File: src/rtl/psd_pkg.sv
// Package: shared types and constants for the register dump stream decoder.
`timescale 1ns / 1ps
`default_nettype none

package psd_pkg;

   // Header layout
   localparam logic [3:0] HdrRatePos   = 4'd5;
   localparam logic [3:0] HdrLastPos   = 4'd15;
   localparam logic [7:0] HdrMagicP    = 8'h50;
   localparam logic [7:0] HdrMagicS    = 8'h53;
   localparam logic [7:0] HdrMagicG    = 8'h47;
   localparam logic [7:0] HdrMagicEof  = 8'h1A;
   localparam logic [7:0] DefaultRate  = 8'd50;

   // Body marker bytes
   localparam logic [7:0] MarkFrame    = 8'hFF;
   localparam logic [7:0] MarkDelay    = 8'hFE;
   localparam logic [7:0] MarkEnd      = 8'hFD;

   // Depth of the queue between front and back
   localparam int unsigned QueueDepth  = 2;

   // Decoder phase
   typedef enum logic [2:0] {
      PH_HEADER = 3'd0,
      PH_BODY   = 3'd1,
      PH_VALUE  = 3'd2,
      PH_DELAY  = 3'd3,
      PH_STOP   = 3'd4
   } phase_type;

   // Result event codes
   typedef enum logic [2:0] {
      EV_WRITE   = 3'd0,
      EV_FRAME   = 3'd1,
      EV_END     = 3'd2,
      EV_HDR_OK  = 3'd3,
      EV_HDR_BAD = 3'd4
   } event_kind_type;

   // Operations queued from front to back
   typedef enum logic [2:0] {
      OP_WRITE   = 3'd0,
      OP_FRAME   = 3'd1,
      OP_DELAY   = 3'd2,
      OP_END     = 3'd3,
      OP_HDR_OK  = 3'd4,
      OP_HDR_BAD = 3'd5
   } op_kind_type;

   typedef struct packed {
      op_kind_type kind;
      logic [7:0]  arg_a;   // held register or header rate byte
      logic [7:0]  arg_b;   // value byte or delay count
   } psd_op_type;

endpackage

`default_nettype wire

File: src/rtl/psd_ifs.sv
// Interfaces: request byte channel and result channel.
`timescale 1ns / 1ps
`default_nettype none

interface psd_req_if;
   logic       valid;
   logic       ready;
   logic [7:0] data_byte;

   modport source (output valid, output data_byte, input ready);
   modport sink   (input valid, input data_byte, output ready);
endinterface

interface psd_rsp_if;
   logic       valid;
   logic       ready;
   logic [2:0] event_kind;
   logic [7:0] reg_index;
   logic [7:0] reg_value;
   logic [9:0] frame_count;
   logic [7:0] frame_rate;

   modport source (output valid, output event_kind, output reg_index, output reg_value,
                   output frame_count, output frame_rate, input ready);
   modport sink   (input valid, input event_kind, input reg_index, input reg_value,
                   input frame_count, input frame_rate, output ready);
endinterface

`default_nettype wire

File: src/rtl/psd_front.sv
// Front end: accepts request bytes, tracks header and body phase, queues operations.
`timescale 1ns / 1ps
`default_nettype none

module psd_front (
   input  wire logic           clock,
   input  wire logic           reset,
   psd_req_if.sink             req_if,
   input  wire logic           queue_full,
   output logic                push_valid,
   output psd_pkg::psd_op_type push_op
);
   import psd_pkg::*;

   phase_type  phase_ff, phase_in;
   logic [3:0] header_pos_ff, header_pos_in;
   logic       header_good_ff, header_good_in;
   logic [7:0] rate_seen_ff, rate_seen_in;
   logic [7:0] held_reg_ff, held_reg_in;

   logic       accept;
   logic [7:0] data_byte;
   logic       magic_miss;

   // Take a request whenever the queue has room
   assign req_if.ready = !queue_full;
   assign accept       = req_if.valid && !queue_full;
   assign data_byte    = req_if.data_byte;

   // Compare header magic bytes at their positions
   always_comb begin
      case (header_pos_ff)
         4'd0:    magic_miss = (data_byte != HdrMagicP);
         4'd1:    magic_miss = (data_byte != HdrMagicS);
         4'd2:    magic_miss = (data_byte != HdrMagicG);
         4'd3:    magic_miss = (data_byte != HdrMagicEof);
         default: magic_miss = 1'b0;
      endcase
   end

   // Hold phase and header state
   always_ff @(posedge clock) begin
      if (reset) begin
         phase_ff       <= PH_HEADER;
         header_pos_ff  <= '0;
         header_good_ff <= 1'b1;
         rate_seen_ff   <= '0;
         held_reg_ff    <= '0;
      end else begin
         phase_ff       <= phase_in;
         header_pos_ff  <= header_pos_in;
         header_good_ff <= header_good_in;
         rate_seen_ff   <= rate_seen_in;
         held_reg_ff    <= held_reg_in;
      end
   end

   // Classify the accepted byte and advance the phase
   always_comb begin
      phase_in       = phase_ff;
      header_pos_in  = header_pos_ff;
      header_good_in = header_good_ff;
      rate_seen_in   = rate_seen_ff;
      held_reg_in    = held_reg_ff;
      push_valid     = 1'b0;
      push_op        = '{kind: OP_WRITE, arg_a: '0, arg_b: '0};
      if (accept) begin
         case (phase_ff)
            PH_HEADER: begin
               header_good_in = header_good_ff && !magic_miss;
               if (header_pos_ff == HdrRatePos) begin
                  rate_seen_in = data_byte;
               end
               if (header_pos_ff != HdrLastPos) begin
                  header_pos_in = header_pos_ff + 4'd1;
               end else begin
                  header_pos_in = '0;
                  push_valid    = 1'b1;
                  push_op.arg_a = rate_seen_ff;
                  if (header_good_in) begin
                     push_op.kind = OP_HDR_OK;
                     phase_in     = PH_BODY;
                  end else begin
                     push_op.kind = OP_HDR_BAD;
                     phase_in     = PH_STOP;
                  end
               end
            end
            PH_BODY: begin
               case (data_byte)
                  MarkFrame: begin
                     push_valid   = 1'b1;
                     push_op.kind = OP_FRAME;
                  end
                  MarkDelay: begin
                     phase_in = PH_DELAY;
                  end
                  MarkEnd: begin
                     push_valid   = 1'b1;
                     push_op.kind = OP_END;
                     phase_in     = PH_STOP;
                  end
                  default: begin
                     held_reg_in = data_byte;
                     phase_in    = PH_VALUE;
                  end
               endcase
            end
            PH_VALUE: begin
               push_valid    = 1'b1;
               push_op.kind  = OP_WRITE;
               push_op.arg_a = held_reg_ff;
               push_op.arg_b = data_byte;
               phase_in      = PH_BODY;
            end
            PH_DELAY: begin
               push_valid    = 1'b1;
               push_op.kind  = OP_DELAY;
               push_op.arg_b = data_byte;
               phase_in      = PH_BODY;
            end
            default: begin
               phase_in = phase_ff;
            end
         endcase
      end
   end

   // A stopped decoder never queues anything
   a_stop_silent: assert property (@(posedge clock) disable iff (reset)
      phase_ff == PH_STOP |-> !push_valid)
      else $error("front queued an operation while stopped");

   // Header position only moves during the header phase
   a_hdr_pos_idle: assert property (@(posedge clock) disable iff (reset)
      phase_ff != PH_HEADER |-> header_pos_ff == 4'd0)
      else $error("header position nonzero outside header phase");

endmodule

`default_nettype wire

File: src/rtl/psd_queue.sv
// Short queue of decoded operations between front and back.
`timescale 1ns / 1ps
`default_nettype none

module psd_queue #(
   parameter int unsigned DEPTH = psd_pkg::QueueDepth
) (
   input  wire logic                clock,
   input  wire logic                reset,
   input  wire logic                push_valid,
   input  wire psd_pkg::psd_op_type push_op,
   output logic                     full,
   output logic                     pop_valid,
   input  wire logic                pop_ready,
   output psd_pkg::psd_op_type      pop_op
);
   import psd_pkg::*;

   localparam int unsigned PtrW = (DEPTH > 1) ? $clog2(DEPTH) : 1;
   localparam int unsigned CntW = $clog2(DEPTH + 1);

   psd_op_type       entry_ff [DEPTH];
   logic [PtrW-1:0]  wr_ptr_ff, wr_ptr_in;
   logic [PtrW-1:0]  rd_ptr_ff, rd_ptr_in;
   logic [CntW-1:0]  count_ff, count_in;
   logic             do_push, do_pop;

   assign full      = (count_ff == CntW'(DEPTH));
   assign pop_valid = (count_ff != '0);
   assign pop_op    = entry_ff[rd_ptr_ff];
   assign do_push   = push_valid && !full;
   assign do_pop    = pop_valid && pop_ready;

   // Advance pointers with wrap and track occupancy
   always_comb begin
      wr_ptr_in = wr_ptr_ff;
      rd_ptr_in = rd_ptr_ff;
      if (do_push) begin
         wr_ptr_in = (wr_ptr_ff == PtrW'(DEPTH - 1)) ? '0 : wr_ptr_ff + 1'b1;
      end
      if (do_pop) begin
         rd_ptr_in = (rd_ptr_ff == PtrW'(DEPTH - 1)) ? '0 : rd_ptr_ff + 1'b1;
      end
      count_in = count_ff + CntW'(do_push) - CntW'(do_pop);
   end

   always_ff @(posedge clock) begin
      if (reset) begin
         wr_ptr_ff <= '0;
         rd_ptr_ff <= '0;
         count_ff  <= '0;
      end else begin
         wr_ptr_ff <= wr_ptr_in;
         rd_ptr_ff <= rd_ptr_in;
         count_ff  <= count_in;
      end
   end

   // Store the pushed operation
   always_ff @(posedge clock) begin
      if (do_push) begin
         entry_ff[wr_ptr_ff] <= push_op;
      end
   end

   // The front only pushes when there is room
   a_no_overflow: assert property (@(posedge clock) disable iff (reset)
      push_valid |-> !full)
      else $error("push into a full queue");

   // An empty or full queue has equal read and write pointers
   a_count_ptrs: assert property (@(posedge clock) disable iff (reset)
      (count_ff == '0 || count_ff == CntW'(DEPTH)) |-> wr_ptr_ff == rd_ptr_ff)
      else $error("queue pointers disagree with occupancy");

endmodule

`default_nettype wire

File: src/rtl/psd_back.sv
// Back end: turns queued operations into results held in an output register.
`timescale 1ns / 1ps
`default_nettype none

module psd_back (
   input  wire logic                clock,
   input  wire logic                reset,
   input  wire logic                pop_valid,
   input  wire psd_pkg::psd_op_type pop_op,
   output logic                     pop_ready,
   psd_rsp_if.source                rsp_if
);
   import psd_pkg::*;

   logic           rsp_valid_ff, rsp_valid_in;
   event_kind_type kind_ff, kind_in;
   logic [7:0]     index_ff, index_in;
   logic [7:0]     value_ff, value_in;
   logic [9:0]     count_ff, count_in;
   logic [7:0]     rate_ff, rate_in;
   logic           load;

   // Refill the output register when it is empty or being taken
   assign pop_ready = !rsp_valid_ff || rsp_if.ready;
   assign load      = pop_valid && pop_ready;

   // Format the result fields
   always_comb begin
      kind_in  = EV_WRITE;
      index_in = '0;
      value_in = '0;
      count_in = '0;
      rate_in  = '0;
      case (pop_op.kind)
         OP_WRITE: begin
            kind_in  = EV_WRITE;
            index_in = pop_op.arg_a;
            value_in = pop_op.arg_b;
         end
         OP_FRAME: begin
            kind_in  = EV_FRAME;
            count_in = 10'd1;
         end
         OP_DELAY: begin
            kind_in  = EV_FRAME;
            count_in = (pop_op.arg_b == '0) ? 10'd1 : {pop_op.arg_b, 2'b00};
         end
         OP_END: begin
            kind_in = EV_END;
         end
         OP_HDR_OK: begin
            kind_in = EV_HDR_OK;
            rate_in = (pop_op.arg_a == '0) ? DefaultRate : pop_op.arg_a;
         end
         OP_HDR_BAD: begin
            kind_in = EV_HDR_BAD;
            rate_in = (pop_op.arg_a == '0) ? DefaultRate : pop_op.arg_a;
         end
         default: begin
            kind_in = EV_WRITE;
         end
      endcase
   end

   // Output valid: set on load, drop once taken
   always_comb begin
      rsp_valid_in = rsp_valid_ff;
      if (load) begin
         rsp_valid_in = 1'b1;
      end else if (rsp_if.ready) begin
         rsp_valid_in = 1'b0;
      end
   end

   always_ff @(posedge clock) begin
      if (reset) begin
         rsp_valid_ff <= 1'b0;
      end else begin
         rsp_valid_ff <= rsp_valid_in;
      end
   end

   // Payload register
   always_ff @(posedge clock) begin
      if (load) begin
         kind_ff  <= kind_in;
         index_ff <= index_in;
         value_ff <= value_in;
         count_ff <= count_in;
         rate_ff  <= rate_in;
      end
   end

   assign rsp_if.valid       = rsp_valid_ff;
   assign rsp_if.event_kind  = kind_ff;
   assign rsp_if.reg_index   = index_ff;
   assign rsp_if.reg_value   = value_ff;
   assign rsp_if.frame_count = count_ff;
   assign rsp_if.frame_rate  = rate_ff;

   // A frame end always covers at least one frame
   a_frame_count: assert property (@(posedge clock) disable iff (reset)
      rsp_valid_ff && kind_ff == EV_FRAME |-> count_ff != 10'd0)
      else $error("frame end with zero frame count");

   // A loaded operation shows up as a result in the next cycle
   a_load_shows: assert property (@(posedge clock) disable iff (reset)
      load |=> rsp_valid_ff)
      else $error("loaded operation did not produce a result");

endmodule

`default_nettype wire

File: src/rtl/psg_stream_decoder_unit.sv
// Top level: sound chip register dump stream decoder.
//
// Usage: feed the dump file one byte per request on req_if (valid/ready,
// payload data_byte). The first 16 bytes are the header; on the 16th the
// block returns "header ok" or "header bad" with the frame rate (50 when
// the rate byte is zero). Body bytes give register writes, frame ends
// (frame_count 1, or 4n for delay byte n > 0) and an end-of-stream event.
// After a bad header or end of stream all bytes are accepted and dropped.
// Results leave on rsp_if (valid/ready) with fields event_kind, reg_index,
// reg_value, frame_count and frame_rate; unused fields read zero.
// A result is registered in the queue, then in the back's output register,
// before it leaves on rsp_if. Throughput: one byte per cycle while the
// queue has room, set by the front phase logic.
// When the receiver stalls, the queue of QUEUE_DEPTH operations fills and
// req_if.ready drops until results are taken again.
// Reset (synchronous, active high) returns the decoder to the header phase
// and empties the queue and output register; no clearing pass is needed.
`timescale 1ns / 1ps
`default_nettype none

module psg_stream_decoder_unit #(
   parameter int unsigned QUEUE_DEPTH = psd_pkg::QueueDepth
) (
   input  wire logic clock,
   input  wire logic reset,
   psd_req_if.sink   req_if,
   psd_rsp_if.source rsp_if
);
   import psd_pkg::*;

   logic       queue_full;
   logic       push_valid;
   psd_op_type push_op;
   logic       pop_valid;
   logic       pop_ready;
   psd_op_type pop_op;

   // Classify incoming bytes
   psd_front u_front (
      .clock      (clock),
      .reset      (reset),
      .req_if     (req_if),
      .queue_full (queue_full),
      .push_valid (push_valid),
      .push_op    (push_op)
   );

   // Decouple front and back
   psd_queue #(
      .DEPTH (QUEUE_DEPTH)
   ) u_queue (
      .clock      (clock),
      .reset      (reset),
      .push_valid (push_valid),
      .push_op    (push_op),
      .full       (queue_full),
      .pop_valid  (pop_valid),
      .pop_ready  (pop_ready),
      .pop_op     (pop_op)
   );

   // Produce results
   psd_back u_back (
      .clock     (clock),
      .reset     (reset),
      .pop_valid (pop_valid),
      .pop_op    (pop_op),
      .pop_ready (pop_ready),
      .rsp_if    (rsp_if)
   );

endmodule

`default_nettype wire
File: src/flat_wrapper.sv
// flat-port wrapper written by rule: the top's interface ports become plain ports
module psg_stream_decoder_unit_flat import psd_pkg::*;
#(
   parameter int unsigned QUEUE_DEPTH = psd_pkg::QueueDepth
)
  (clock, reset, req_if_valid, req_if_data_byte, req_if_ready, rsp_if_valid, rsp_if_event_kind, rsp_if_reg_index, rsp_if_reg_value, rsp_if_frame_count, rsp_if_frame_rate, rsp_if_ready);
  psd_req_if req_if_i ();
  psd_rsp_if rsp_if_i ();
  input  wire logic clock;
  input  wire logic reset;
  input wire logic [$bits(req_if_i.valid)-1:0] req_if_valid;
  input wire logic [$bits(req_if_i.data_byte)-1:0] req_if_data_byte;
  output wire logic [$bits(req_if_i.ready)-1:0] req_if_ready;
  output wire logic [$bits(rsp_if_i.valid)-1:0] rsp_if_valid;
  output wire logic [$bits(rsp_if_i.event_kind)-1:0] rsp_if_event_kind;
  output wire logic [$bits(rsp_if_i.reg_index)-1:0] rsp_if_reg_index;
  output wire logic [$bits(rsp_if_i.reg_value)-1:0] rsp_if_reg_value;
  output wire logic [$bits(rsp_if_i.frame_count)-1:0] rsp_if_frame_count;
  output wire logic [$bits(rsp_if_i.frame_rate)-1:0] rsp_if_frame_rate;
  input wire logic [$bits(rsp_if_i.ready)-1:0] rsp_if_ready;
  assign req_if_i.valid = req_if_valid;
  assign req_if_i.data_byte = req_if_data_byte;
  assign req_if_ready = req_if_i.ready;
  assign rsp_if_valid = rsp_if_i.valid;
  assign rsp_if_event_kind = rsp_if_i.event_kind;
  assign rsp_if_reg_index = rsp_if_i.reg_index;
  assign rsp_if_reg_value = rsp_if_i.reg_value;
  assign rsp_if_frame_count = rsp_if_i.frame_count;
  assign rsp_if_frame_rate = rsp_if_i.frame_rate;
  assign rsp_if_i.ready = rsp_if_ready;
  psg_stream_decoder_unit #(.QUEUE_DEPTH(QUEUE_DEPTH)) u_core (.clock(clock), .reset(reset), .req_if(req_if_i), .rsp_if(rsp_if_i));
endmodule
File: config.mk
export PLATFORM = sky130hd
export DESIGN_NAME = psg_stream_decoder_unit_flat
export DESIGN_NICKNAME = d
export VERILOG_FILES = /design/src/rtl/psd_pkg.sv /design/src/rtl/psd_ifs.sv /design/src/rtl/psd_front.sv /design/src/rtl/psd_queue.sv /design/src/rtl/psd_back.sv /design/src/rtl/psg_stream_decoder_unit.sv /design/src/flat_wrapper.sv
export SDC_FILE = /design/constraint.sdc
export NUM_CORES = 1
export LEC_CHECK = 0
export BUFFER_PORTS_ARGS = -buffer_cell sky130_fd_sc_hd__buf_2
export CORE_MARGIN = 10
export CORE_UTILIZATION = 45
export CTS_BUF_LIST = sky130_fd_sc_hd__clkbuf_8
export CTS_CLUSTER_SIZE = 14
export DETAILED_ROUTE_END_ITERATION = 16
export GPL_TIMING_DRIVEN = 0
export PLACE_DENSITY_LB_ADDON = 0.1
export REMOVE_ABC_BUFFERS = 1
export SLEW_MARGIN = 20
export SYNTH_ARGS = -nofsm -noshare
export SYNTH_HDL_FRONTEND = slang
export SYNTH_HIERARCHICAL = 1
export SYNTH_SLANG_ARGS = --single-unit
File: constraint.sdc
create_clock -name clock -period 3.7 [get_ports clock]
set_input_delay 0.37 -clock clock [delete_from_list [all_inputs] [get_ports clock]]
set_output_delay 0.37 -clock clock [all_outputs]
set_load 0.005 [all_outputs]
==> Yosys cells after proc, flatten, opt, wreduce, memory -nomap -nowiden <==
Memory sizes are Yosys's and may differ from the RTL's. A register that Yosys moved wholly into a read port is not among the register bits.
Cells that the tools add are included.
{ "word_totals": {"reg_bits": 66, "ramBits": 38, "inputBits": 12, "output_inout_bits": 39, "wordCells": 101, "memories": 1} }
{ "op_classes": {"add_sub_neg": 5, "eq_ne": 23, "mux": 29, "bitwise_logic": 2, "reduce_logical": 26} }
{ "memory_table": {"columns": ["name", "depth", "word_bits", "rd", "rd_ports_with_merged_regs", "write_ports", "line", "source"], "rows": [
  ["u_core.u_queue.entry_ff", 2, 19, 1, 1, 1, "psd_queue.sv:22", "psd_op_type entry_ff [DEPTH];"]
]} }
{ "op_table": {"columns": ["op", "n"], "rows": [
  ["$pmux W3 S3", 3],
  ["$eq A8 B8 Y1 const B", 3],
  ["$ne A8 B7 Y1 const B", 3],
  ["$pmux W10 S2", 1],
  ["$mux W19", 1],
  ["$logic_not A8 Y1", 2],
  ["$pmux W8 S2", 1],
  ["$eq A3 B2 Y1 const B", 4],
  ["$mux W1", 12],
  ["$pmux W3 S4", 1],
  ["$mux W11", 1],
  ["$mux W10", 1],
  ["$reduce_or A2 Y1", 5],
  ["$eq A4 B2 Y1 const B", 2],
  ["$mux W8", 1],
  ["$ne A8 B5 Y1 const B", 1],
  ["$eq A3 B1 Y1 const B", 2],
  ["$eq A3 B3 Y1 const B", 2],
  ["$logic_not A3 Y1", 2],
  ["$mux W3", 2],
  ["$mux W6", 1],
  ["$reduce_and A3 Y1", 2],
  ["$add A4 B1 Y4 const B", 1],
  ["$eq A4 B1 Y1 const B", 1],
  ["21 further kinds", 30]
]} }

==> Longest topological paths before layout <==
Gate-level depths: netlist of the first run.
{ "logic_depth": {"depth_word": 8, "mapped_depth": 12, "mapped_depth_nobuf": 12} }

==> Cells and area by module <==
The synthesis of the first run kept the hierarchy.
{ "by_module_without_submodules": {"columns": ["module", "n_inst", "cells_per_inst", "area_per_inst_um2", "seq_area_each_um2"], "rows": [
  ["psd_queue", 1, 86, 1606.5, 1241.2],
  ["psd_back", 1, 95, 1496.4, 1101.1],
  ["psd_front", 1, 183, 1432.6, 480.5]
]} }

==> Least setup slack after synthesis of the first run <==
Ideal clock, no wire load.
{ "synth_path": {"path_kind": "register -> register", "start": "reg u_core.u_front.header_pos_ff[0]", "end": "mem u_core/u_queue/entry_ff[0][0] (netlist bit) (enable)", "setup_time_ps": 374, "arrival_time_ps": 2308, "required_time_ps": 3326, "path_slack_ps": 1019, "stages_incl_launch_ff": 9, "path_buffers": 0, "period_less_slack_ps": 2681, "cell_sequence": "dfxtp_1 ha_1 nand3_1 nor4_2 nor3_1 nor2_1 inv_1 or3_1 inv_1"} }
{ "synth_via": {"elab_chain_cells": 7} }
{ "synth_lines": {"columns": ["element", "line", "source"], "rows": [
  ["start: declaration", "psd_front.sv:16", "logic [3:0] header_pos_ff, header_pos_in;"],
  ["start signal: assignment", "psd_front.sv:51", "header_pos_ff <= header_pos_in;"],
  ["$ne A4 B4 Y1", "psd_front.sv:74", "if (header_pos_ff != HdrLastPos) begin"],
  ["$mux W1", "psd_front.sv:74", null],
  ["$pmux W1 S3", "psd_front.sv:68", "case (phase_ff)"],
  ["$mux W1", "psd_front.sv:67", "if (accept) begin"],
  ["via u_core.push_valid", "psg_stream_decoder_unit.sv:32", "logic push_valid;"],
  ["$logic_and A1 B1 Y1", "psd_queue.sv:31", "assign do_push = push_valid && !full;"],
  ["$mux W1", "psd_queue.sv:61", "if (do_push) begin"],
  ["$mux W1 (implied by the code)", "psd_queue.sv:62", "entry_ff[wr_ptr_ff] <= push_op;"],
  ["end: declaration", "psd_queue.sv:22", null]
]} }
The timed path passes the listed nets, and every way through them passes these cells.

==> Final worst setup path of the first run <==
{ "layout_path": {"start": "reg u_core.u_front.header_pos_ff[0]", "end": "mem u_core/u_queue/entry_ff[0][7] (netlist bit) (enable)"} }
Same word-level chain as after synthesis.

==> impl_metrics.env, run 1 <==
export IMPL_outcome="complete, no violations"
export IMPL_syn_cell_area_sq_um=4540
export IMPL_antenna_found_initial=0
export IMPL_synth_ff_type="edfxtp_1"
export IMPL_grt_pass1_wl_mm=13.4
export IMPL_numClockSinks=104
export IMPL_wl_per_cell_microns=15.3
export IMPL_synth_top_family_by_area="simple AND/OR/NAND/NOR gates"
export IMPL_syn_inst=364
export IMPL_tritoncts="yes"
export IMPL_worst_slew_pin_slew_ps=1050
export IMPL_power_frac_comb_pct=21.5
export IMPL_wl_met3_microns=488
export IMPL_power_switching_uw=820
export IMPL_drive_above_1_share_pct=25.4
export IMPL_crit_required_ps=3690
export IMPL_cp_start_kind="flop"
export IMPL_synth_xor_area_share_pct=0.579
export IMPL_p_leak_nw=1.92
export IMPL_viasPerCell=5.16
export IMPL_synthMuxAreaShare_pct=7.83
export IMPL_pre_cts_slack_ps=233
export IMPL_r2r_slack_ps=500
export IMPL_cts_hold_buf=0
export IMPL_critPathCaptureType="flop"
export IMPL_synth_fa_ha_area_share_pct=1.38
export IMPL_gp_congestion=0.852
export IMPL_synth_most_common_cell="edfxtp_1"
export IMPL_drt_initial_drc_count=196
export IMPL_synth_simple_gate_area_share_pct=17.7
export IMPL_slew_headroom_pct=29.6
export IMPL_async_flop_share_pct=0
export IMPL_drc=0
export IMPL_setup_tns_ps=0
export IMPL_path_class="reg -> reg"
export IMPL_htreeDepth=3
export IMPL_die_y_microns=120
export IMPL_drt_wl_total_mm=8.35
export IMPL_ant_nets=0
export IMPL_synth_compound_area_share_pct=7.06
export IMPL_worstPathArrival_ps=3190
export IMPL_synth_top_area_cell="edfxtp_1"
export IMPL_maxSlewViolCount=0
export IMPL_peakVddDrop_uv=225
export IMPL_clk_latency_ps=350
export IMPL_initial_core_util_pct=46.4
export IMPL_diodes=0
export IMPL_p_int_mw=2.05
export IMPL_area_growth_pct=12.0
export IMPL_ys_ff_latch=104
export IMPL_first_global_vias=2648
export IMPL_skew_ps=9.58
export IMPL_hold_viol_final=0
export IMPL_yosys_warnings=6
export IMPL_fin_nets=426
export IMPL_sw_frac_of_total_pct=28.6
export IMPL_yosys_area_top_type_share_pct=49.0
export IMPL_p_clk_share_pct=23.2
export IMPL_synth_area_per_cell_sq_um=12.5
export IMPL_final_util_pct=52.0
export IMPL_fillers=879
export IMPL_worst_path_max_fanout=19
export IMPL_floorplan_rows=36
export IMPL_wl_met1_mm=4.06
export IMPL_synth_top_cells_by_count="edfxtp_1, nor2_1, and2_1, dfxtp_1, mux2_2"
export IMPL_clk_pin_slew_ps=100
export IMPL_yosys_top_cells_area="edfxtp_1, dfxtp_1, mux2_2, and2_1, nor2_1"
export IMPL_firstDrtPassIters=4
export IMPL_synth_edf_count=74
export IMPL_fmax_mhz=312
export IMPL_synth_cell_type_count=54
export IMPL_die_w_microns=120
export IMPL_rr_worst_depth=8
export IMPL_maxCapViolations=0
export IMPL_synth_seq_area_share_pct=62.2
export IMPL_core_area_sq_um=9770
export IMPL_grt_max_degree=36
export IMPL_routed_wl_met2_mm=3.74
export IMPL_fp_dieArea_sq_um=14500
export IMPL_cts_root_buf="clkbuf_8"
export IMPL_num_vias=2821
export IMPL_top_layer="met4"
export IMPL_clockBufferDepth=2
export IMPL_rsz0062_at_grt="no"
export IMPL_io_buffers=49
export IMPL_cts_made_buffers=9
export IMPL_cts_setup_buffers=0
export IMPL_p_per_area_nw_per_um2=565
export IMPL_dp_final_hpwl_mm=5.74
export IMPL_period_needed_ps=3200
export IMPL_post_route_period_util_pct=86.5
export IMPL_grt_ovfl_total=0
export IMPL_setup_viol=0
export IMPL_hold_class="in -> reg"
export IMPL_grt_use_total_pct=11.4
export IMPL_whs_path_depth=3
export IMPL_p_seq_share_pct=55.4
export IMPL_ios=51
export IMPL_finalWorstSetupSlack_ps=498
-- final cells by class --
class	instances	area [sq um]	area share [%]
Clock buffer	9	124	2.44
Clock inverter	7	66.3	1.31
Inverter	14	52.6	1.03
Multi-Input combinational cell	230	1580	31.2
Sequential cell	104	2820	55.6
Tap cell	133	166	3.28
Timing Repair Buffer	50	265	5.22
-- worst max-delay path, stage by stage, from the launching register on --
cell and delay, ps:
dfxtp_1 430, ha_1 350, nand3_1 200, nor4_4 510
nor3_1 100, nor2_1 230, inv_1 80, or3_1 370
inv_1 570
-- stage by stage --
stage	power (mW)	hold WS, ps	area [sq um]	std cells
2_1_floorplan	1.94	425	4450	348
3_3_place_gp	2.22	444	4860	530
3_5_place_dp	2.26	443	4880	531
4_1_cts	2.92	308	5070	547
5_1_grt	3.05	337	5080	547
6_report	2.87	329	5080	547
-- cell families after synthesis --
kind of cell | Yosys count
xor gates and xnor gates | 3
DFF | 104
AOI/OAI and AO/OA | 49
adders and majority gates | 5
other | 1
and+or+nand+nor | 139
muxes | 33
buffers and inverters | 30
-- power groups by stage --
| stage | logic [mW] | clock network (mW) | registers, mW |
|---|---|---|---|
| CTS | 0.636 | 0.688 | 1.59 |
| floorplan | 0.293 | 0 | 1.65 |
| finish | 0.616 | 0.665 | 1.59 |
| global route | 0.699 | 0.733 | 1.62 |
| detailed placement | 0.634 | 0 | 1.62 |
| global placement | 0.600 | 0 | 1.62 |
-- registers in the layout (all words and copies together) (netlist names), named ones only --
name and count:
u_core/u_front/header_pos_ff 4, u_core/u_back/rsp_if.event_kind 3, u_core/u_front/held_reg_ff 8, u_core/u_back/rsp_if.frame_rate 8, u_core/u_front/phase_ff 3, u_core/u_queue/rd_ptr_ff 1, u_core/u_back/rsp_if.frame_count 9, u_core/u_back/rsp_if.valid 1
u_core/u_queue/wr_ptr_ff 1, u_core/u_back/rsp_if.reg_value 8, u_core/u_queue/count_ff 2, u_core/u_front/header_good_ff 1, u_core/u_back/rsp_if.reg_index 8, u_core/u_queue/entry_ff 38, u_core/u_front/rate_seen_ff 8
-- cells in the final DEF (no fill, tap or decap), types with 2 or more instances in the layout --
cell and n:
and2_1 29, nor3b_2 2, a21oi_1 14, clkinv_4 2, nand2b_1 4, and2_2 2
a22oi_1 8, clkbuf_8 9, nand2_1 11, buf_2 49, nand3_1 3, ha_1 5
dfxtp_1 30, inv_1 14, nor2b_1 3, inv_6 2, mux2_2 20, or2_2 3
o21ai_0 8, mux2i_1 13, edfxtp_1 74, xor2_1 2, nor3_4 2, nor4_1 5
nor4b_1 2, nor3_1 11, o21a_1 5, nor2_1 41, o31ai_1 2, or4_4 3
and3_1 7, a211oi_1 4
-- layer usage --
metal / track usage (%) / vias to the layer above
li1: - / 1413
met1: 15.4 / 1330
met2: 17.0 / 74
met3: 2.89 / 4
met4: 4.45 / 0
met5: 0 / -
-- final timing paths --
kind | start | to
worst max-delay path | u_core/u_front/header_pos_ff[0]$_SDFFE_PP0P_ | u_core/u_queue/entry_ff[0][7]$_DFFE_PP_
worst min-delay path | rsp_if_ready | u_core/u_back/rsp_if.valid$_SDFFE_PP0P_
worst max register to register | u_core/u_front/header_pos_ff[0]$_SDFFE_PP0P_ | u_core/u_queue/entry_ff[0][7]$_DFFE_PP_
worst min register to register | u_core/u_front/held_reg_ff[2]$_SDFFE_PP0P_ | u_core/u_front/held_reg_ff[2]$_SDFFE_PP0P_
-- timing repair --
| item | 4_1_cts | 5_1_grt |
|---|---|---|
| endpoints found under the hold margin | 0 | 0 |
| resized for setup | 0 | 1 |
| setup endpoints to repair | 0 | 19 |
No activity file was read; power rests on OpenSTA's default activity.
==> run 2: changes to the inputs <==
--- a/config.mk
+++ b/config.mk
@@ -5,7 +5,10 @@
 export SDC_FILE = /design/constraint.sdc
 export NUM_CORES = 1
 export LEC_CHECK = 0
+export ABC_AREA = 1
 export BUFFER_PORTS_ARGS = -buffer_cell sky130_fd_sc_hd__buf_2
+export CELL_PAD_IN_SITES_DETAIL_PLACEMENT = 0
+export CELL_PAD_IN_SITES_GLOBAL_PLACEMENT = 1
 export CORE_MARGIN = 10
 export CORE_UTILIZATION = 45
 export CTS_BUF_LIST = sky130_fd_sc_hd__clkbuf_8
==> impl_metrics.env, run 2 <==
export IMPL_p_per_area_nw_per_um2=614
export IMPL_startpoint="u_core/u_front/header_pos_ff[0]$_SDFFE_PP0P_"
export IMPL_clk_pin_slew_ps=100
export IMPL_antenna_found_initial=0
export IMPL_ant_nets=0
export IMPL_maxSlewViolCount=0
export IMPL_grt_use_total_pct=11.6
export IMPL_layout_cells_most_common_list="nor2_1, edfxtp_1, inv_1, nand2_1, buf_2"
export IMPL_diodes=0
export IMPL_async_flop_share_pct=0
export IMPL_initial_core_util_pct=45.7
export IMPL_skew_ps=9.64
export IMPL_fillers=934
export IMPL_synth_top_area_cell="edfxtp_1"
export IMPL_routed_wl_met2_mm=3.59
export IMPL_drt_wl_total_mm=8.27
export IMPL_whs_path_depth=2
export IMPL_syn_inst=444
export IMPL_wl_met1_mm=3.89
export IMPL_cts_hold_buf=0
export IMPL_ys_ff_latch=104
export IMPL_cts_resized=0
export IMPL_slew_headroom_pct=33.2
export IMPL_area_growth_pct=12.1
export IMPL_worstPathArrival_ps=2550
export IMPL_drive_above_1_share_pct=23.4
export IMPL_grt_pass1_wl_mm=13.8
export IMPL_dp_final_hpwl_mm=6.23
export IMPL_synth_ff_type="edfxtp_1"
export IMPL_largest_register_ffs=38
export IMPL_synth_most_common_cell="nor2_1"
export IMPL_rr_worst_depth=9
export IMPL_crit_chain="ha_1 -> inv_1 -> nor3_2 -> inv_2 -> nor2_4 -> o31ai_1 -> inv_1 -> nand3_1 -> inv_1"
export IMPL_cts_setup_buffers=0
export IMPL_synth_top_cells_by_count="nor2_1, edfxtp_1, inv_1"
export IMPL_worst_path_max_fanout=19
export IMPL_r2r_start="u_core/u_front/header_pos_ff[0]$_SDFFE_PP0P_"
export IMPL_cts_root_buf="clkbuf_8"
export IMPL_hold_viol_final=0
export IMPL_post_route_period_util_pct=69.1
export IMPL_whs_ps=282
export IMPL_top_register="u_core/u_queue/entry_ff"
export IMPL_maxCapViolations=0
export IMPL_floorplan_rows=37
export IMPL_p_leak_nw=2.15
export IMPL_regArea_sq_um=2820
export IMPL_grt_max_degree=28
export IMPL_die_y_microns=122
export IMPL_synth_seq_area_share_pct=60.6
export IMPL_synth_area_per_cell_sq_um=10.5
export IMPL_rsz0062_at_grt="no"
export IMPL_ios=51
export IMPL_setup_viol=0
export IMPL_yosys_warnings=6
export IMPL_multi_input_area_sq_um=1470
export IMPL_worst_slew_pin_slew_ps=1000
export IMPL_fmax_mhz=391
export IMPL_numClockSinks=104
export IMPL_viasPerCell=4.74
export IMPL_yosys_top_cells_area="edfxtp_1, dfxtp_1, nor2_1, inv_1, nand2_1"
export IMPL_cp_start_kind="flop"
export IMPL_crit_required_ps=3700
export IMPL_syn_cell_area_sq_um=4660
export IMPL_cpPeakStageDelay_ps=550
export IMPL_drc=0
export IMPL_fp_dieArea_sq_um=14800
export IMPL_rr_endpoint="u_core/u_queue/entry_ff[1][9]$_DFFE_PP_"
export IMPL_die_w_microns=122
export IMPL_fin_nets=511
export IMPL_core_area_sq_um=10200
export IMPL_io_buffers=49
export IMPL_grt_ovfl_total=0
export IMPL_synth_edf_count=74
export IMPL_clockBufferDepth=2
export IMPL_outcome="complete, no violations"
export IMPL_placed_area_sq_um=5020
export IMPL_setup_tns_ps=0
export IMPL_yosys_area_top_type_share_pct=47.7
export IMPL_clk_latency_ps=360
export IMPL_path_class="reg -> reg"
export IMPL_hold_class="in -> reg"
export IMPL_design_area_sq_um=5220
export IMPL_cts_made_buffers=9
export IMPL_top_layer="met4"
export IMPL_critPathCaptureType="flop"
export IMPL_htreeDepth=3
export IMPL_period_needed_ps=2560
export IMPL_r2r_slack_ps=1140
export IMPL_synth_cell_type_count=38
export IMPL_first_global_vias=2942
export IMPL_tritoncts="yes"
export IMPL_endpoint="u_core/u_queue/entry_ff[1][9]$_DFFE_PP_"
export IMPL_cpMostUsedCell="inv_1"
export IMPL_peakVddDrop_uv=248
export IMPL_wl_per_cell_microns=13.0
export IMPL_drt_initial_drc_count=176
export IMPL_wl_met3_microns=580
export IMPL_num_vias=3007
export IMPL_slowest_stage="inv_1"
export IMPL_gp_congestion=0.774
export IMPL_firstDrtPassIters=4
[run 2: changes by cell type in the layout (fill, tap and decap cells not counted), sizes merged, moves of 4 or more]
cell,delta
inv,+53
nand2,+48
nor2,+40
and2,-31
nand3,+15
mux2i,-13
o21ai,+13
a21oi,+12
and3,-8
nand2b,-5
nor4,-5
o21a,-5
nor3,-4
[run 2: metrics by stage]
step | utilization, % | total power [mW] | instances | setup WS, ps
after global placement | 48.7 | 2.50 | 617 | 428
after detailed placement | 49.3 | 2.54 | 619 | 1090
after global routing | 51.3 | 3.41 | 635 | 878
after floorplan | - | 2.17 | 432 | 983
after CTS | 51.3 | 3.25 | 635 | 1090
final | 51.3 | 3.20 | 635 | 1140
[run 2: logic make-up (layout without fill, tap and decap cells)]
| group | after synthesis | after routing | synth area share (%) |
|---|---|---|---|
| DFF | 104 | 104 | 60.6 |
| adders and majority gates | 5 | 5 | 1.34 |
| and+or+nand+nor | 174 | 174 | 17.1 |
| other | 1 | 1 | 0.0805 |
| AOI/OAI and AO/OA | 59 | 59 | 7.44 |
| buffers and inverters | 82 | 137 | 8.01 |
| muxes | 19 | 19 | 5.40 |
[run 2: layout make-up]
class / count / area share [%]
flip-flops and latches: 104 / 54.1
multi-input cells: 258 / 28.2
repair buffers: 51 / 5.51
inverters: 70 / 5.03
well taps: 136 / 3.26
clock buffers: 10 / 2.64
clock inverters: 6 / 1.25
[run 2: worst min path at each step]
stage	endpoint	startpoint	slack (ps)
floorplan	u_core/u_front/held_reg_ff[0]$_SDFFE_PP0P_	u_core/u_front/held_reg_ff[0]$_SDFFE_PP0P_	430
global placement	u_core/u_front/held_reg_ff[3]$_SDFFE_PP0P_	u_core/u_front/held_reg_ff[3]$_SDFFE_PP0P_	430
detailed placement	u_core/u_front/held_reg_ff[3]$_SDFFE_PP0P_	u_core/u_front/held_reg_ff[3]$_SDFFE_PP0P_	440
CTS	u_core/u_front/phase_ff[0]$_SDFFE_PP0P_	reset	290
global route	u_core/u_front/phase_ff[0]$_SDFFE_PP0P_	reset	300
finish	u_core/u_front/phase_ff[0]$_SDFFE_PP0P_	reset	280
[run 2: power by group]
group / switching [mW] / internal [mW] / total, mW / leakage, nW
Combinational: 0.485 / 0.364 / 0.849 / 1.05
Clock: 0.381 / 0.334 / 0.715 / 0.103
Sequential: 0.104 / 1.54 / 1.64 / 0.994
Total: 0.970 / 2.23 / 3.20 / 2.15
[run 2: critical path: cells and delay by family (launching register included)]
kind / cells / cell delay, ps
buf+inv: 4 / 850
simple gates: 3 / 560
flops: 1 / 420
fa+ha+maj: 1 / 220
compound gates: 1 / 120
[run 2: metal layers]
metal  track usage [%]  up-vias
met5                 0        -
met3              3.47       14
li1                  -     1566
met4              5.51        0
met1              14.5     1359
met2              18.2       68
==> run 3: changes to the inputs <==
--- a/config.mk
+++ b/config.mk
@@ -10,7 +10,7 @@
 export CELL_PAD_IN_SITES_DETAIL_PLACEMENT = 0
 export CELL_PAD_IN_SITES_GLOBAL_PLACEMENT = 1
 export CORE_MARGIN = 10
-export CORE_UTILIZATION = 45
+export CORE_UTILIZATION = 43
 export CTS_BUF_LIST = sky130_fd_sc_hd__clkbuf_8
 export CTS_CLUSTER_SIZE = 14
 export DETAILED_ROUTE_END_ITERATION = 16
==> constraint.sdc (replaced) <==
create_clock -name clock -period 2.2 [get_ports clock]
set_input_delay 0.22 -clock clock [delete_from_list [all_inputs] [get_ports clock]]
set_output_delay 0.22 -clock clock [all_outputs]
set_load 0.005 [all_outputs]
==> impl_metrics.env, run 3 (synthesis gave the netlist of run 2 again) <==
export IMPL_core_area_sq_um=10400
export IMPL_ios=51
export IMPL_hold_path_end="u_core/u_queue/count_ff[0]$_SDFF_PP0_"
export IMPL_dp_final_hpwl_mm=6.16
export IMPL_crit_chain="inv_1 -> nand2_2 -> inv_1 -> inv_4 -> nand2_8 -> nor2_4 -> o31ai_1 -> inv_1 -> nand2_2 -> ha_1 -> inv_1 -> ha_2 -> inv_1 -> nand2_2 -> nand3_1 -> nand2_1 -> nor2_1"
export IMPL_cpPeakStageDelay_ps=360
export IMPL_worst_path_max_fanout=10
export IMPL_maxCapViolations=0
export IMPL_peakVddDrop_uv=611
export IMPL_numClockSinks=104
export IMPL_path_buf_inv=6
export IMPL_whs_path_depth=2
export IMPL_fp_dieArea_sq_um=15400
export IMPL_cts_root_buf="clkbuf_8"
export IMPL_r2r_slack_ps=170
export IMPL_pre_cts_slack_ps=-407
export IMPL_cpLargestDelayFamily="simple AND/OR/NAND/NOR gates"
export IMPL_top_register="u_core/u_queue/entry_ff"
export IMPL_r2r_start="u_core/u_queue/count_ff[0]$_SDFF_PP0_"
export IMPL_grt_max_degree=28
export IMPL_worst_slew_pin_slew_ps=591
export IMPL_slew_headroom_pct=60.5
export IMPL_multi_input_area_sq_um=1530
export IMPL_wl_per_cell_microns=13.3
export IMPL_startpoint="u_core/u_queue/count_ff[0]$_SDFF_PP0_"
export IMPL_worstPathArrival_ps=2280
export IMPL_initial_core_util_pct=44.7
export IMPL_layout_cells_most_common_list="edfxtp_1, nor2_1, inv_1, nand2_1, buf_2"
export IMPL_design_area_sq_um=5400
export IMPL_die_w_microns=124
export IMPL_gp_congestion=0.809
export IMPL_ant_nets=0
export IMPL_final_common_cell="edfxtp_1"
export IMPL_floorplan_rows=37
export IMPL_crit_required_ps=2460
export IMPL_drive_above_1_share_pct=28.4
export IMPL_tritoncts="yes"
export IMPL_grt_use_total_pct=11.2
export IMPL_slowest_stage="dfxtp_2"
export IMPL_diodes=0
export IMPL_drc=0
export IMPL_fin_nets=523
export IMPL_cp_depth=17
export IMPL_cpMostUsedCell="inv_1"
export IMPL_p_leak_nw=2.22
export IMPL_rr_endpoint="u_core/u_queue/count_ff[1]$_SDFF_PP0_"
export IMPL_rr_worst_depth=17
export IMPL_hold_viol_final=0
export IMPL_cp_start_kind="flop"
export IMPL_maxSlewViolCount=0
export IMPL_fillers=970
export IMPL_post_route_period_util_pct=92.2
export IMPL_drt_wl_total_mm=8.63
export IMPL_cts_made_buffers=9
export IMPL_antenna_found_initial=0
export IMPL_drt_initial_drc_count=216
export IMPL_clk_latency_ps=360
export IMPL_clk_pin_slew_ps=100
export IMPL_htreeDepth=3
export IMPL_period_needed_ps=2030
export IMPL_grt_ovfl_total=0
export IMPL_path_class="reg -> reg"
export IMPL_hold_class="in -> reg"
export IMPL_area_growth_pct=16.0
export IMPL_num_vias=3080
export IMPL_critPathCaptureType="flop"
export IMPL_setup_viol=0
export IMPL_whs_ps=160
export IMPL_cts_hold_buf=0
export IMPL_io_buffers=49
export IMPL_first_global_vias=2900
export IMPL_outcome="complete, no violations"
export IMPL_die_y_microns=124
export IMPL_holdCritStartpoint="reset"
export IMPL_viasPerCell=4.76
export IMPL_skew_ps=18.2
export IMPL_placed_area_sq_um=5010
export IMPL_clockBufferDepth=2
export IMPL_fmax_mhz=493
export IMPL_regArea_sq_um=2840
export IMPL_firstDrtPassIters=4
export IMPL_p_per_area_nw_per_um2=1020
export IMPL_grt_pass1_wl_mm=13.9
export IMPL_finalWorstSetupSlack_ps=172
export IMPL_largest_register_ffs=38
## run 3: cell types whose count changed in the layout (fill, tap and decap cells not counted), sizes merged
cell,before,now
nand2,59,60
clkinv,3,4
clkbuf,10,9
buf,51,62
## run 3: per-layer routing
layer / part of all wire (%) / GRT usage, % / vias to the layer above
met5: 0 / 0 / -
met4: 0.89 / 4.39 / 0
met3: 6.4 / 2.67 / 7
met2: 46 / 17.4 / 60
met1: 46 / 15.0 / 1416
li1: - / - / 1597
## run 3: timing repair
action / 4_1_cts / 5_1_grt
hold endpoints to repair: 0 / 0
pin swaps: 3 / 5
buffers inserted: 7 / 4
endpoints found under the setup margin: 49 / 16
gates cloned: 0 / 1
resized for setup: 11 / 12
## run 3: power by group
group | switching (mW) | internal (mW) | total [mW]
clock network | 0.681 | 0.553 | 1.23
logic | 0.867 | 0.645 | 1.51
registers | 0.177 | 2.59 | 2.76
## run 3: cell type report
cell class	instances	share of cell area, %
multi-input combinational	259	28.4
timing repair buffer	62	7.02
clock inverter	7	1.64
tap	136	3.15
clock buffer	9	2.29
inverter	70	4.98
sequential	104	52.5
## run 3: how the worst max path moves through the flow
stage	endpoint	slack [ps]
final	u_core/u_queue/count_ff[1]$_SDFF_PP0_	170
after global routing	u_core/u_queue/count_ff[1]$_SDFF_PP0_	-20
after CTS	u_core/u_queue/count_ff[1]$_SDFF_PP0_	10
after detailed placement	u_core/u_queue/entry_ff[1][9]$_DFFE_PP_	-410
after global placement	u_core/u_queue/entry_ff[0][12]$_DFFE_PP_	-1060
after floorplan	u_core/u_back/rsp_if.event_kind[0]$_DFFE_PP_	-520
## run 3: worst reg2reg max path: cells and delay by family, from the launching register on
| kind | cells | cell delay (ps) |
|---|---|---|
| AND/OR/NAND/NOR | 8 | 630 |
| AO/OA/AOI/OAI | 1 | 80 |
| adder cells (fa/ha/maj) | 2 | 430 |
| flip-flops | 1 | 360 |
| buffers and inverters | 6 | 440 |
## run 3: through the flow
step | TNS, ps | std cells | util, % | power [mW]
finish | 0 | 647 | 51.9 | 5.51
global route | -16.9 | 647 | 51.9 | 5.88
CTS | 0 | 642 | 51.1 | 5.53
detailed placement | -12400 | 619 | 48.1 | 4.28
global placement | -65800 | 617 | 47.6 | 4.14
floorplan | -24570 | 432 | - | 3.65
